`src/rtl/jtc_pkg.sv`:
```
`default_nettype none
// ----------------------------------------------------------------------------
// jtc_pkg: shared types and constants of the journal transaction controller
// Field widths, operation, status, command and register codes, and the
// command/status bundles between the controller and the datapath.
// ----------------------------------------------------------------------------
package jtc_pkg;

   localparam int CNT_W      = 5;
   localparam int BLK_W      = 20;
   localparam int OP_W       = 2;
   localparam int STAT_W     = 3;
   localparam int CMD_W      = 2;
   localparam int NEED_W     = 12;
   localparam int REQ_DATA_W = 24;
   localparam int RSP_DATA_W = 48;
   localparam int CSR_ADDR_W = 3;
   localparam int CSR_DATA_W = 32;
   localparam int KIND_W     = 3;

   localparam logic [CNT_W-1:0] OPEN_MAX = 5'd31;

   // operation codes
   localparam logic [OP_W-1:0] OP_BEGIN = 2'd0;
   localparam logic [OP_W-1:0] OP_END   = 2'd1;
   localparam logic [OP_W-1:0] OP_LOG   = 2'd2;

   // status codes
   localparam logic [STAT_W-1:0] ST_OK       = 3'd0;
   localparam logic [STAT_W-1:0] ST_WAIT     = 3'd1;
   localparam logic [STAT_W-1:0] ST_FULL     = 3'd2;
   localparam logic [STAT_W-1:0] ST_OUTSIDE  = 3'd3;
   localparam logic [STAT_W-1:0] ST_NO_BEGIN = 3'd4;

   // disk command codes
   localparam logic [CMD_W-1:0] CMD_NONE   = 2'd0;
   localparam logic [CMD_W-1:0] CMD_COPY   = 2'd1;
   localparam logic [CMD_W-1:0] CMD_HEADER = 2'd2;

   // kinds of beat the datapath can load into its output register
   localparam logic [KIND_W-1:0] EMIT_RESP      = 3'd0;
   localparam logic [KIND_W-1:0] EMIT_COPY_OUT  = 3'd1;
   localparam logic [KIND_W-1:0] EMIT_COPY_BACK = 3'd2;
   localparam logic [KIND_W-1:0] EMIT_HDR_COUNT = 3'd3;
   localparam logic [KIND_W-1:0] EMIT_HDR_ZERO  = 3'd4;

   // register indexes (paddr bit 2)
   localparam logic REG_LOG_START     = 1'b0;
   localparam logic REG_MAX_OP_BLOCKS = 1'b1;

   typedef struct packed {
      logic               load_req;
      logic               idx_clr;
      logic               idx_inc;
      logic               rd_en;
      logic               open_inc;
      logic               open_dec;
      logic               append;
      logic               entry_clr;
      logic               emit;
      logic [KIND_W-1:0]  emit_kind;
      logic [STAT_W-1:0]  emit_status;
   } jtc_cmd_type;

   typedef struct packed {
      logic [OP_W-1:0] op;
      logic            begin_ok;
      logic            open_zero;
      logic            open_one;
      logic            entry_zero;
      logic            table_full;
      logic            idx_end;
      logic            hit;
      logic            out_free;
   } jtc_stat_type;

endpackage
`default_nettype wire

```
`src/rtl/jtc_ctrl.sv`:
```
`default_nettype none
// ----------------------------------------------------------------------------
// jtc_ctrl: sequencer of the journal transaction controller
// Takes one request at a time, walks the table for searches and commits,
// and tells the datapath when to read, update and emit a beat.
// ----------------------------------------------------------------------------
module jtc_ctrl (
   input  wire                   clock,
   input  wire                   reset,
   input  wire                   req_tvalid,
   output logic                  req_tready,
   input  jtc_pkg::jtc_stat_type stat,
   output jtc_pkg::jtc_cmd_type  cmd
);
   import jtc_pkg::*;

   localparam logic [3:0] S_IDLE     = 4'd0;
   localparam logic [3:0] S_DECODE   = 4'd1;
   localparam logic [3:0] S_SRCH_RD  = 4'd2;
   localparam logic [3:0] S_SRCH_CMP = 4'd3;
   localparam logic [3:0] S_C1_RD    = 4'd4;
   localparam logic [3:0] S_C1_EM    = 4'd5;
   localparam logic [3:0] S_HDR1     = 4'd6;
   localparam logic [3:0] S_C2_RD    = 4'd7;
   localparam logic [3:0] S_C2_EM    = 4'd8;
   localparam logic [3:0] S_HDR2     = 4'd9;

   logic [3:0] state_ff;
   logic [3:0] state_in;

   always_comb begin
      state_in   = state_ff;
      cmd        = '0;
      req_tready = 1'b0;
      case (state_ff)
         S_IDLE: begin
            req_tready = 1'b1;
            if (req_tvalid) begin
               cmd.load_req = 1'b1;
               state_in     = S_DECODE;
            end
         end
         S_DECODE: begin
            case (stat.op)
               OP_BEGIN: begin
                  if (stat.out_free) begin
                     cmd.emit        = 1'b1;
                     cmd.emit_kind   = EMIT_RESP;
                     cmd.emit_status = stat.begin_ok ? ST_OK : ST_WAIT;
                     cmd.open_inc    = stat.begin_ok;
                     state_in        = S_IDLE;
                  end
               end
               OP_END: begin
                  if (stat.open_zero) begin
                     if (stat.out_free) begin
                        cmd.emit        = 1'b1;
                        cmd.emit_kind   = EMIT_RESP;
                        cmd.emit_status = ST_NO_BEGIN;
                        state_in        = S_IDLE;
                     end
                  end else if (stat.open_one && !stat.entry_zero) begin
                     // last operation closes with logged blocks: commit
                     cmd.open_dec = 1'b1;
                     cmd.idx_clr  = 1'b1;
                     state_in     = S_C1_RD;
                  end else if (stat.out_free) begin
                     cmd.emit        = 1'b1;
                     cmd.emit_kind   = EMIT_RESP;
                     cmd.emit_status = ST_OK;
                     cmd.open_dec    = 1'b1;
                     state_in        = S_IDLE;
                  end
               end
               OP_LOG: begin
                  if (stat.table_full || stat.open_zero) begin
                     if (stat.out_free) begin
                        cmd.emit        = 1'b1;
                        cmd.emit_kind   = EMIT_RESP;
                        cmd.emit_status = stat.table_full ? ST_FULL : ST_OUTSIDE;
                        state_in        = S_IDLE;
                     end
                  end else begin
                     cmd.idx_clr = 1'b1;
                     state_in    = S_SRCH_RD;
                  end
               end
               default: begin
                  if (stat.out_free) begin
                     cmd.emit        = 1'b1;
                     cmd.emit_kind   = EMIT_RESP;
                     cmd.emit_status = ST_OK;
                     state_in        = S_IDLE;
                  end
               end
            endcase
         end
         S_SRCH_RD: begin
            if (stat.idx_end) begin
               // not found: append at the end of the table
               if (stat.out_free) begin
                  cmd.append      = 1'b1;
                  cmd.emit        = 1'b1;
                  cmd.emit_kind   = EMIT_RESP;
                  cmd.emit_status = ST_OK;
                  state_in        = S_IDLE;
               end
            end else begin
               cmd.rd_en = 1'b1;
               state_in  = S_SRCH_CMP;
            end
         end
         S_SRCH_CMP: begin
            if (stat.hit) begin
               if (stat.out_free) begin
                  cmd.emit        = 1'b1;
                  cmd.emit_kind   = EMIT_RESP;
                  cmd.emit_status = ST_OK;
                  state_in        = S_IDLE;
               end
            end else begin
               cmd.idx_inc = 1'b1;
               state_in    = S_SRCH_RD;
            end
         end
         S_C1_RD: begin
            if (stat.idx_end) begin
               state_in = S_HDR1;
            end else begin
               cmd.rd_en = 1'b1;
               state_in  = S_C1_EM;
            end
         end
         S_C1_EM: begin
            if (stat.out_free) begin
               cmd.emit      = 1'b1;
               cmd.emit_kind = EMIT_COPY_OUT;
               cmd.idx_inc   = 1'b1;
               state_in      = S_C1_RD;
            end
         end
         S_HDR1: begin
            if (stat.out_free) begin
               cmd.emit      = 1'b1;
               cmd.emit_kind = EMIT_HDR_COUNT;
               cmd.idx_clr   = 1'b1;
               state_in      = S_C2_RD;
            end
         end
         S_C2_RD: begin
            if (stat.idx_end) begin
               state_in = S_HDR2;
            end else begin
               cmd.rd_en = 1'b1;
               state_in  = S_C2_EM;
            end
         end
         S_C2_EM: begin
            if (stat.out_free) begin
               cmd.emit      = 1'b1;
               cmd.emit_kind = EMIT_COPY_BACK;
               cmd.idx_inc   = 1'b1;
               state_in      = S_C2_RD;
            end
         end
         S_HDR2: begin
            if (stat.out_free) begin
               cmd.emit      = 1'b1;
               cmd.emit_kind = EMIT_HDR_ZERO;
               cmd.entry_clr = 1'b1;
               state_in      = S_IDLE;
            end
         end
         default: begin
            state_in = S_IDLE;
         end
      endcase
   end

   always_ff @(posedge clock) begin
      if (reset) begin
         state_ff <= S_IDLE;
      end else begin
         state_ff <= state_in;
      end
   end

endmodule
`default_nettype wire

```
`src/rtl/jtc_dp.sv`:
```
`default_nettype none
// ----------------------------------------------------------------------------
// jtc_dp: datapath of the journal transaction controller
// Holds the registers, the counters, the logged-block table and the output
// register, and reports flags to the sequencer.
// ----------------------------------------------------------------------------
module jtc_dp #(
   parameter int LOG_ENTRIES = 30
) (
   input  wire                                clock,
   input  wire                                reset,
   input  jtc_pkg::jtc_cmd_type               cmd,
   output jtc_pkg::jtc_stat_type              stat,
   input  wire [jtc_pkg::OP_W-1:0]            req_op,
   input  wire [jtc_pkg::BLK_W-1:0]           req_blk,
   input  wire                                csr_psel,
   input  wire                                csr_penable,
   input  wire                                csr_pwrite,
   input  wire [jtc_pkg::CSR_ADDR_W-1:0]      csr_paddr,
   input  wire [jtc_pkg::CSR_DATA_W-1:0]      csr_pwdata,
   output logic [jtc_pkg::CSR_DATA_W-1:0]     csr_prdata,
   output logic                               rsp_tvalid,
   input  wire                                rsp_tready,
   output logic [jtc_pkg::RSP_DATA_W-1:0]     rsp_tdata,
   output logic [jtc_pkg::CMD_W-1:0]          rsp_tuser,
   output logic                               rsp_tlast
);
   import jtc_pkg::*;

   localparam int IDX_W = (LOG_ENTRIES > 1) ? $clog2(LOG_ENTRIES) : 1;

   logic [BLK_W-1:0]  log_start_ff, log_start_in;
   logic [CNT_W-1:0]  max_op_ff, max_op_in;
   logic [CNT_W-1:0]  open_ff, open_in;
   logic [CNT_W-1:0]  entry_ff, entry_in;
   logic [CNT_W-1:0]  idx_ff, idx_in;
   logic [OP_W-1:0]   op_ff, op_in;
   logic [BLK_W-1:0]  blk_ff, blk_in;
   logic [BLK_W-1:0]  rd_data_ff;
   logic [BLK_W-1:0]  log_mem [LOG_ENTRIES];

   logic              out_valid_ff, out_valid_in;
   logic [STAT_W-1:0] out_status_ff, out_status_in;
   logic [CMD_W-1:0]  out_cmd_ff, out_cmd_in;
   logic [BLK_W-1:0]  out_src_ff, out_src_in;
   logic [BLK_W-1:0]  out_dst_ff, out_dst_in;
   logic [CNT_W-1:0]  out_hdr_ff, out_hdr_in;
   logic              out_last_ff, out_last_in;

   logic              csr_wr;
   logic [CNT_W:0]    open_plus;
   logic [NEED_W-1:0] need;
   logic [BLK_W-1:0]  slot_blk;
   logic              out_free;

   assign csr_wr    = csr_psel & csr_penable & csr_pwrite;
   assign open_plus = {1'b0, open_ff} + {{CNT_W{1'b0}}, 1'b1};
   assign need      = NEED_W'(entry_ff) + NEED_W'(open_plus) * NEED_W'(max_op_ff);
   assign slot_blk  = log_start_ff + BLK_W'(idx_ff) + BLK_W'(1);
   assign out_free  = !out_valid_ff || rsp_tready;

   always_comb begin
      stat.op         = op_ff;
      stat.begin_ok   = (open_ff != OPEN_MAX) && (need <= NEED_W'(LOG_ENTRIES));
      stat.open_zero  = (open_ff == '0);
      stat.open_one   = (open_ff == CNT_W'(1));
      stat.entry_zero = (entry_ff == '0);
      stat.table_full = (entry_ff >= CNT_W'(LOG_ENTRIES));
      stat.idx_end    = (idx_ff == entry_ff);
      stat.hit        = (rd_data_ff == blk_ff);
      stat.out_free   = out_free;
   end

   always_comb begin
      csr_prdata = '0;
      case (csr_paddr[2])
         REG_LOG_START:     csr_prdata = CSR_DATA_W'(log_start_ff);
         REG_MAX_OP_BLOCKS: csr_prdata = CSR_DATA_W'(max_op_ff);
         default:           csr_prdata = '0;
      endcase
   end

   always_comb begin
      log_start_in = log_start_ff;
      max_op_in    = max_op_ff;
      if (csr_wr && csr_paddr[2] == REG_LOG_START) begin
         log_start_in = csr_pwdata[BLK_W-1:0];
      end
      if (csr_wr && csr_paddr[2] == REG_MAX_OP_BLOCKS) begin
         max_op_in = csr_pwdata[CNT_W-1:0];
      end

      open_in = open_ff;
      if (cmd.open_inc) begin
         open_in = open_ff + CNT_W'(1);
      end else if (cmd.open_dec) begin
         open_in = open_ff - CNT_W'(1);
      end

      entry_in = entry_ff;
      if (cmd.entry_clr) begin
         entry_in = '0;
      end else if (cmd.append) begin
         entry_in = entry_ff + CNT_W'(1);
      end

      idx_in = idx_ff;
      if (cmd.idx_clr) begin
         idx_in = '0;
      end else if (cmd.idx_inc) begin
         idx_in = idx_ff + CNT_W'(1);
      end

      op_in  = cmd.load_req ? req_op  : op_ff;
      blk_in = cmd.load_req ? req_blk : blk_ff;
   end

   always_comb begin
      out_valid_in  = out_valid_ff & ~rsp_tready;
      out_status_in = out_status_ff;
      out_cmd_in    = out_cmd_ff;
      out_src_in    = out_src_ff;
      out_dst_in    = out_dst_ff;
      out_hdr_in    = out_hdr_ff;
      out_last_in   = out_last_ff;
      if (cmd.emit) begin
         out_valid_in  = 1'b1;
         out_status_in = ST_OK;
         out_cmd_in    = CMD_NONE;
         out_src_in    = '0;
         out_dst_in    = '0;
         out_hdr_in    = '0;
         out_last_in   = 1'b0;
         case (cmd.emit_kind)
            EMIT_RESP: begin
               out_status_in = cmd.emit_status;
               out_last_in   = 1'b1;
            end
            EMIT_COPY_OUT: begin
               out_cmd_in = CMD_COPY;
               out_src_in = rd_data_ff;
               out_dst_in = slot_blk;
            end
            EMIT_COPY_BACK: begin
               out_cmd_in = CMD_COPY;
               out_src_in = slot_blk;
               out_dst_in = rd_data_ff;
            end
            EMIT_HDR_COUNT: begin
               out_cmd_in = CMD_HEADER;
               out_hdr_in = entry_ff;
            end
            EMIT_HDR_ZERO: begin
               out_cmd_in  = CMD_HEADER;
               out_last_in = 1'b1;
            end
            default: begin
               out_last_in = 1'b1;
            end
         endcase
      end
   end

   always_ff @(posedge clock) begin
      if (reset) begin
         log_start_ff <= BLK_W'(2);
         max_op_ff    <= CNT_W'(10);
         open_ff      <= '0;
         entry_ff     <= '0;
         idx_ff       <= '0;
         out_valid_ff <= 1'b0;
      end else begin
         log_start_ff <= log_start_in;
         max_op_ff    <= max_op_in;
         open_ff      <= open_in;
         entry_ff     <= entry_in;
         idx_ff       <= idx_in;
         out_valid_ff <= out_valid_in;
      end
   end

   always_ff @(posedge clock) begin
      op_ff         <= op_in;
      blk_ff        <= blk_in;
      out_status_ff <= out_status_in;
      out_cmd_ff    <= out_cmd_in;
      out_src_ff    <= out_src_in;
      out_dst_ff    <= out_dst_in;
      out_hdr_ff    <= out_hdr_in;
      out_last_ff   <= out_last_in;
   end

   // logged-block table: one write and one registered read port
   always_ff @(posedge clock) begin
      if (cmd.append) begin
         log_mem[entry_ff[IDX_W-1:0]] <= blk_ff;
      end
      if (cmd.rd_en) begin
         rd_data_ff <= log_mem[idx_ff[IDX_W-1:0]];
      end
   end

   assign rsp_tvalid = out_valid_ff;
   assign rsp_tdata  = {out_hdr_ff, out_dst_ff, out_src_ff, out_status_ff};
   assign rsp_tuser  = out_cmd_ff;
   assign rsp_tlast  = out_last_ff;

`ifndef ASSERT_OFF
   a_entry_bound: assert property (@(posedge clock) disable iff (reset)
      entry_ff <= CNT_W'(LOG_ENTRIES))
      else $error("entry count beyond table depth");

   a_append_at_end: assert property (@(posedge clock) disable iff (reset)
      cmd.append |-> (idx_ff == entry_ff) && (entry_ff < CNT_W'(LOG_ENTRIES)))
      else $error("append away from table end");

   a_emit_free: assert property (@(posedge clock) disable iff (reset)
      cmd.emit |-> out_free)
      else $error("beat loaded over an untaken beat");

   a_clear_empty: assert property (@(posedge clock) disable iff (reset)
      cmd.entry_clr |=> (entry_ff == '0) && (open_ff == '0))
      else $error("table not empty after commit");
`endif

endmodule
`default_nettype wire

```
`src/rtl/journal_transaction_controller.sv`:
```
`default_nettype none
// ----------------------------------------------------------------------------
// journal_transaction_controller: redo journal with write absorption
// Requests arrive on req_*: req_tuser carries the operation (begin, end,
// log a written block), req_tdata the block number. Each request gives a run
// of beats on rsp_*, closed by rsp_tlast; rsp_tuser is the disk command.
// A request is taken only while the sequencer is idle. Begin, end without
// commit, errors and unknown codes answer one registered beat from the decode state.
// A log-write reads the table one entry at a time, a read state then a
// compare state per entry. A commit emits 2*n+2 beats for n logged blocks,
// each table copy reading its entry before its beat (one table read port).
// Registers sit on csr_* (APB): log_start at 0x0, max_op_blocks at 0x4.
// Reset gives log_start 2, max_op_blocks 10 and an empty transaction.
// A stalled rsp_tready holds the output register and each emitting state;
// one new request may still be taken while the last beat waits.
// ----------------------------------------------------------------------------
module journal_transaction_controller #(
   parameter int LOG_ENTRIES = 30
) (
   input  wire                               clock,
   input  wire                               reset,
   input  wire                               req_tvalid,
   output logic                              req_tready,
   input  wire [jtc_pkg::REQ_DATA_W-1:0]     req_tdata,  // block_number[19:0]
   input  wire [jtc_pkg::OP_W-1:0]           req_tuser,  // operation[1:0]
   output logic                              rsp_tvalid,
   input  wire                               rsp_tready,
   // status[2:0], source_block[22:3], target_block[42:23], header_count[47:43]
   output logic [jtc_pkg::RSP_DATA_W-1:0]    rsp_tdata,
   output logic [jtc_pkg::CMD_W-1:0]         rsp_tuser,  // command[1:0]
   output logic                              rsp_tlast,
   input  wire                               csr_psel,
   input  wire                               csr_penable,
   input  wire                               csr_pwrite,
   input  wire [jtc_pkg::CSR_ADDR_W-1:0]     csr_paddr,
   input  wire [jtc_pkg::CSR_DATA_W-1:0]     csr_pwdata,
   output logic [jtc_pkg::CSR_DATA_W-1:0]    csr_prdata,
   output logic                              csr_pready
);
   import jtc_pkg::*;

   jtc_cmd_type  cmd;
   jtc_stat_type stat;

   assign csr_pready = 1'b1;

   jtc_ctrl u_ctrl (
      .clock      (clock),
      .reset      (reset),
      .req_tvalid (req_tvalid),
      .req_tready (req_tready),
      .stat       (stat),
      .cmd        (cmd)
   );

   jtc_dp #(
      .LOG_ENTRIES (LOG_ENTRIES)
   ) u_dp (
      .clock       (clock),
      .reset       (reset),
      .cmd         (cmd),
      .stat        (stat),
      .req_op      (req_tuser),
      .req_blk     (req_tdata[BLK_W-1:0]),
      .csr_psel    (csr_psel),
      .csr_penable (csr_penable),
      .csr_pwrite  (csr_pwrite),
      .csr_paddr   (csr_paddr),
      .csr_pwdata  (csr_pwdata),
      .csr_prdata  (csr_prdata),
      .rsp_tvalid  (rsp_tvalid),
      .rsp_tready  (rsp_tready),
      .rsp_tdata   (rsp_tdata),
      .rsp_tuser   (rsp_tuser),
      .rsp_tlast   (rsp_tlast)
   );

endmodule
`default_nettype wire
```
`config.mk`:
```
export PLATFORM = sky130hd
export DESIGN_NAME = journal_transaction_controller
export DESIGN_NICKNAME = d
export VERILOG_FILES = /design/src/rtl/jtc_pkg.sv /design/src/rtl/jtc_ctrl.sv /design/src/rtl/jtc_dp.sv /design/src/rtl/journal_transaction_controller.sv
export SDC_FILE = /design/constraint.sdc
export NUM_CORES = 1
export LEC_CHECK = 0
export ABC_AREA = 1
export BUFFER_PORTS_ARGS = -buffer_cell sky130_fd_sc_hd__clkbuf_2
export CORE_ASPECT_RATIO = 0.5
export CORE_MARGIN = 5
export CORE_UTILIZATION = 50
export DETAILED_ROUTE_END_ITERATION = 8
export PLACE_DENSITY = 0.67
export REMOVE_ABC_BUFFERS = 1
export SYNTH_ARGS = -nofsm -noshare
export SYNTH_HDL_FRONTEND = slang
export SYNTH_SLANG_ARGS = --single-unit
```
`constraint.sdc`:
```
create_clock -name clock -period 18.2 [get_ports clock]
set_clock_uncertainty 0.2 [all_clocks]
set_input_delay 2.73 -clock clock [delete_from_list [all_inputs] [get_ports clock]]
set_output_delay 2.73 -clock clock [all_outputs]
set_load 0.01 [all_outputs]
```
==> results.py <==
metrics = {
    "job": {
        "cap_violations": 0,
    },
    "clock_tree": {
        "clockBufferDepth": 3,
        "clk_pin_slew_ns": 0.06,
        "cts-buffers-inserted": 67,
        "cts_hold_buf": 0,
        "h-tree-depth": 3,
        "cts_tree": "built",
        "clock_latency_ns": 0.60,
        "ctsResizeCount": 0,
        "post_cts_buffers": 0,
        "cts.sinks": 738,
        "clockRootBuffer": "clkbuf_16",
    },
    "setup_path": {
        "crit_fanout": 21,
        "critPathKind": "input port to primary output",
        "arrival_ns": 3.71,
        "cp-start-kind": "input port",
        "crit_top_cell": "clkbuf_2",
        "crit_family": "buffers and inverters",
        "cp_num_buf_inv": 3,
        "slowest_delay_ns": 0.41,
        "r2r-start": "u_dp.open_ff[0]",
        "reg2reg_depth": 24,
        "crit_required_ns": 15.27,
        "startpoint": "csr_paddr[2]",
        "reg2reg_to": "u_dp.open_ff[2]",
        "crit_chain": "clkbuf_2 > inv_1 > o21ai_0 > clkbuf_2",
        "slowest_stage": "clkbuf_2",
        "reg2reg_slack_ns": 13.38,
        "cp-end-kind": "primary output",
    },
    "logic_synthesis": {
        "ys_async_sr_fraction_pct": 0,
        "syn_inst": 2691,
        "syn_avg_cell_area_um2": 11.7,
        "synth_top_cell_by_area": "edfxtp_1",
        "ys_dominant_reg_cell": "edfxtp_1",
        "yosysWarnings": 0,
        "synth_top_area_share_pct": 66.0,
        "ys_seq_area_share_pct": 68.9,
        "netlist_top_cells_area": "edfxtp_1, o21ai_0, nor2_1",
        "ys_seq_elements": 738,
        "syn_area_um2": 31500,
        "synth_cell_types": 51,
        "synth_enable_flop_cells": 693,
    },
    "global_route": {
        "grt_max_degree": 89,
        "first_global_vias": 20000,
        "grt_antenna_before_repair": 0,
        "grt_usage_pct": 24.4,
        "grt-ovfl-total": 0,
        "grt_pass1_wl_um": 126000,
    },
    "routing": {
        "drt_iter0_drc": 2507,
        "drt_first_pass_iters": 6,
        "dr_total_vias": 21800,
        "wirelength_um": 85600,
        "vias_per_cell": 5.89,
        "wl_per_cell_um": 23.2,
        "ant_nets": 0,
        "route.detailed.drc": 0,
    },
    "floorplanning": {
        "num_rows": 65,
        "coreArea_um2": 62700,
        "die_area_um2": 68500,
        "ios": 154,
        "start_util_pct": 50.3,
        "die_w_um": 365,
        "die_y_um": 188,
    },
    "placed_design": {
        "hpwlAfterDp_um": 50600,
        "portBuffers": 122,
        "routabilityCongestion": 0.898,
    },
    "sta": {
        "post-route-period-util_pct": 36.5,
        "rsz0062_at_grt": "false",
        "drv_slew": 0,
        "setup_viol": 0,
        "slew_headroom_pct": 23.8,
        "post-route-min-period_ns": 6.64,
        "hold_viol_final": 0,
        "finalSetupTns_ns": 0,
        "max_slew.worst_pin.slew_ns": 1.14,
        "fmax_mhz": 151,
        "hold_ws_ns": 0.277,
    },
    "power_and_ir_drop": {
        "cellPowerDensity_nw_per_um2": 96.9,
        "peakVddDrop_mv": 0.0751,
        "leakagePower_nw": 12.6,
    },
    "worst_hold_path": {
        "hold_depth": 2,
        "worst_hold_path_type": "flop to flop",
        "whs_endpoint": "u_ctrl.state_ff[3]",
        "min_from": "u_ctrl.state_ff[3]",
    },
    "final_layout": {
        "nets": 2937,
        "diodes": 0,
        "drive_above_1_share_pct": 12.6,
        "area_growth_pct": 12.1,
    },
    "run_status": {
        "status": "completed",
    },
}
-- stage by stage --
step	area (um^2)	utilization [%]	total power, mW	cells	setup slack [ns]
after global placement	33100	52.9	2.03	3578	11.60
after CTS	35300	56.4	3.44	3699	11.57
after floorplan	30800	-	1.99	2551	6.74
after detailed placement	33100	52.9	2.04	3578	11.56
final	35300	56.4	3.42	3699	11.56
after global routing	35300	56.4	3.52	3699	11.43
-- worst register-to-register path, cell delays in order (launching register included) --
cell     delay (ns)
dfxtp_1        0.55
ha_1           0.25
nand2_1        0.06
nor2_1         0.10
ha_1           0.33
nand2_1        0.11
inv_1          0.06
fa_1           0.49
fa_1           0.49
inv_1          0.05
fa_1           0.47
inv_1          0.05
ha_1           0.36
nand2_1        0.11
nor2_1         0.10
nand2_1        0.07
nand3_1        0.07
nand2_1        0.05
nand2_1        0.10
nand3_1        0.09
nor2_2         0.15
nand3_2        0.15
nand3_1        0.11
nand2_1        0.05
a21oi_1        0.14
-- cell usage in the layout, fill, tap and decap left out, types with 17 or more instances in the layout --
master / Yosys / routed
edfxtp_1: 693 / 693
nor2_1: 450 / 420
o21ai_0: 385 / 384
nand2_1: 285 / 285
inv_1: 165 / 165
o22ai_1: 129 / 129
clkbuf_2: 2 / 122
nand3_1: 75 / 75
clkbuf_16: 0 / 70
a21oi_1: 69 / 68
buf_4: 17 / 68
dfxtp_1: 45 / 42
ha_1: 41 / 41
o221ai_1: 28 / 28
nor2_2: 2 / 26
o211ai_1: 20 / 20
xor2_1: 18 / 18
fa_1: 18 / 18
nor3_1: 18 / 17
nand4_1: 17 / 17
-- cells in the mapped netlist, types with 2 or more instances --
master       n
nand3b_1     2
buf_1        2
nor2_4       6
conb_1       2
nor2_2       2
a41oi_1      4
buf_2       61
a211oi_1     3
nand2_1    285
o21ai_1      2
buf_6        2
nand3_1     75
o21ai_0    385
clkbuf_1    67
o221ai_1    28
inv_1      165
buf_4       17
a221oi_1     3
a32o_1       3
o2111ai_1    2
ha_1        41
o21a_1       3
nor3_1      18
nand2_2      8
o211ai_1    20
nor3_4       2
xor2_1      18
edfxtp_1   693
inv_2       12
nor2_1     450
fa_1        18
xnor2_1      6
o22ai_1    129
and3_1       2
clkbuf_2     2
a21oi_1     69
or2_2        6
dfxtp_1     45
nand4_1     17
a22o_1       2
a31oi_1      4
-- registers in the layout, summed over array words and instances, names as in the netlist, 5 cells and up --
register           flops
u_dp.max_op_ff         5
u_dp.out_src_ff       20
u_dp.log_start_ff     20
u_dp.entry_ff          5
u_dp.idx_ff            5
u_dp.out_hdr_ff        5
u_dp.blk_ff           20
u_dp.log_mem         600
u_dp.out_dst_ff       20
u_dp.open_ff           5
u_dp.rd_data_ff       20
-- power breakdown --
group	internal, mW	switching, mW
combinational	0.0334	0.0871
clock	0.795	0.627
sequential	1.87	0.00886
total	2.70	0.723
-- per-layer routing --
metal / GRT usage [%] / vias to the layer above / part of all wire (%) / routed length (um)
met1: 36.7 / 10700 / 43 / 37100
met2: 37.6 / 1041 / 45 / 38400
li1: - / 9856 / - / -
met3: 4.11 / 139 / 9.3 / 7920
met4: 6.17 / 0 / 2.6 / 2250
met5: 0 / - / 0 / 0
-- kinds of logic (layout without fill, tap and decap cells) --
kind of cell             after synthesis  after routing  share of synthesized area, %
flip-flops                           738            738                          68.9
AO/OA/AOI/OAI                        661            661                          11.8
AND/OR/NAND/NOR                      878            878                          11.5
other                                  2             13                        0.0238
buffers and inverters                329            489                          4.42
XOR/XNOR                              24             24                         0.667
adder cells (fa/ha/maj)               59             59                          2.77
-- layout make-up --
type,instances,area (um^2)
fillers,5120,27400
flip-flops and latches,738,21700
multi-input cells,1635,8580
clock buffers,80,1790
repair buffers,190,1120
well taps,837,1050
inverters,178,678
clock inverters,41,399
-- worst max path at each step --
stage | depth (start not counted) | slack (ns) | end
after floorplan | 11 | 6.74 | u_dp.out_dst_ff[12]
after global placement | 4 | 11.60 | csr_prdata[3]
after detailed placement | 4 | 11.56 | csr_prdata[3]
after CTS | 4 | 11.57 | csr_prdata[3]
after global routing | 4 | 11.43 | csr_prdata[3]
final | 4 | 11.56 | csr_prdata[3]
Power figures use the tool's default switching activity.
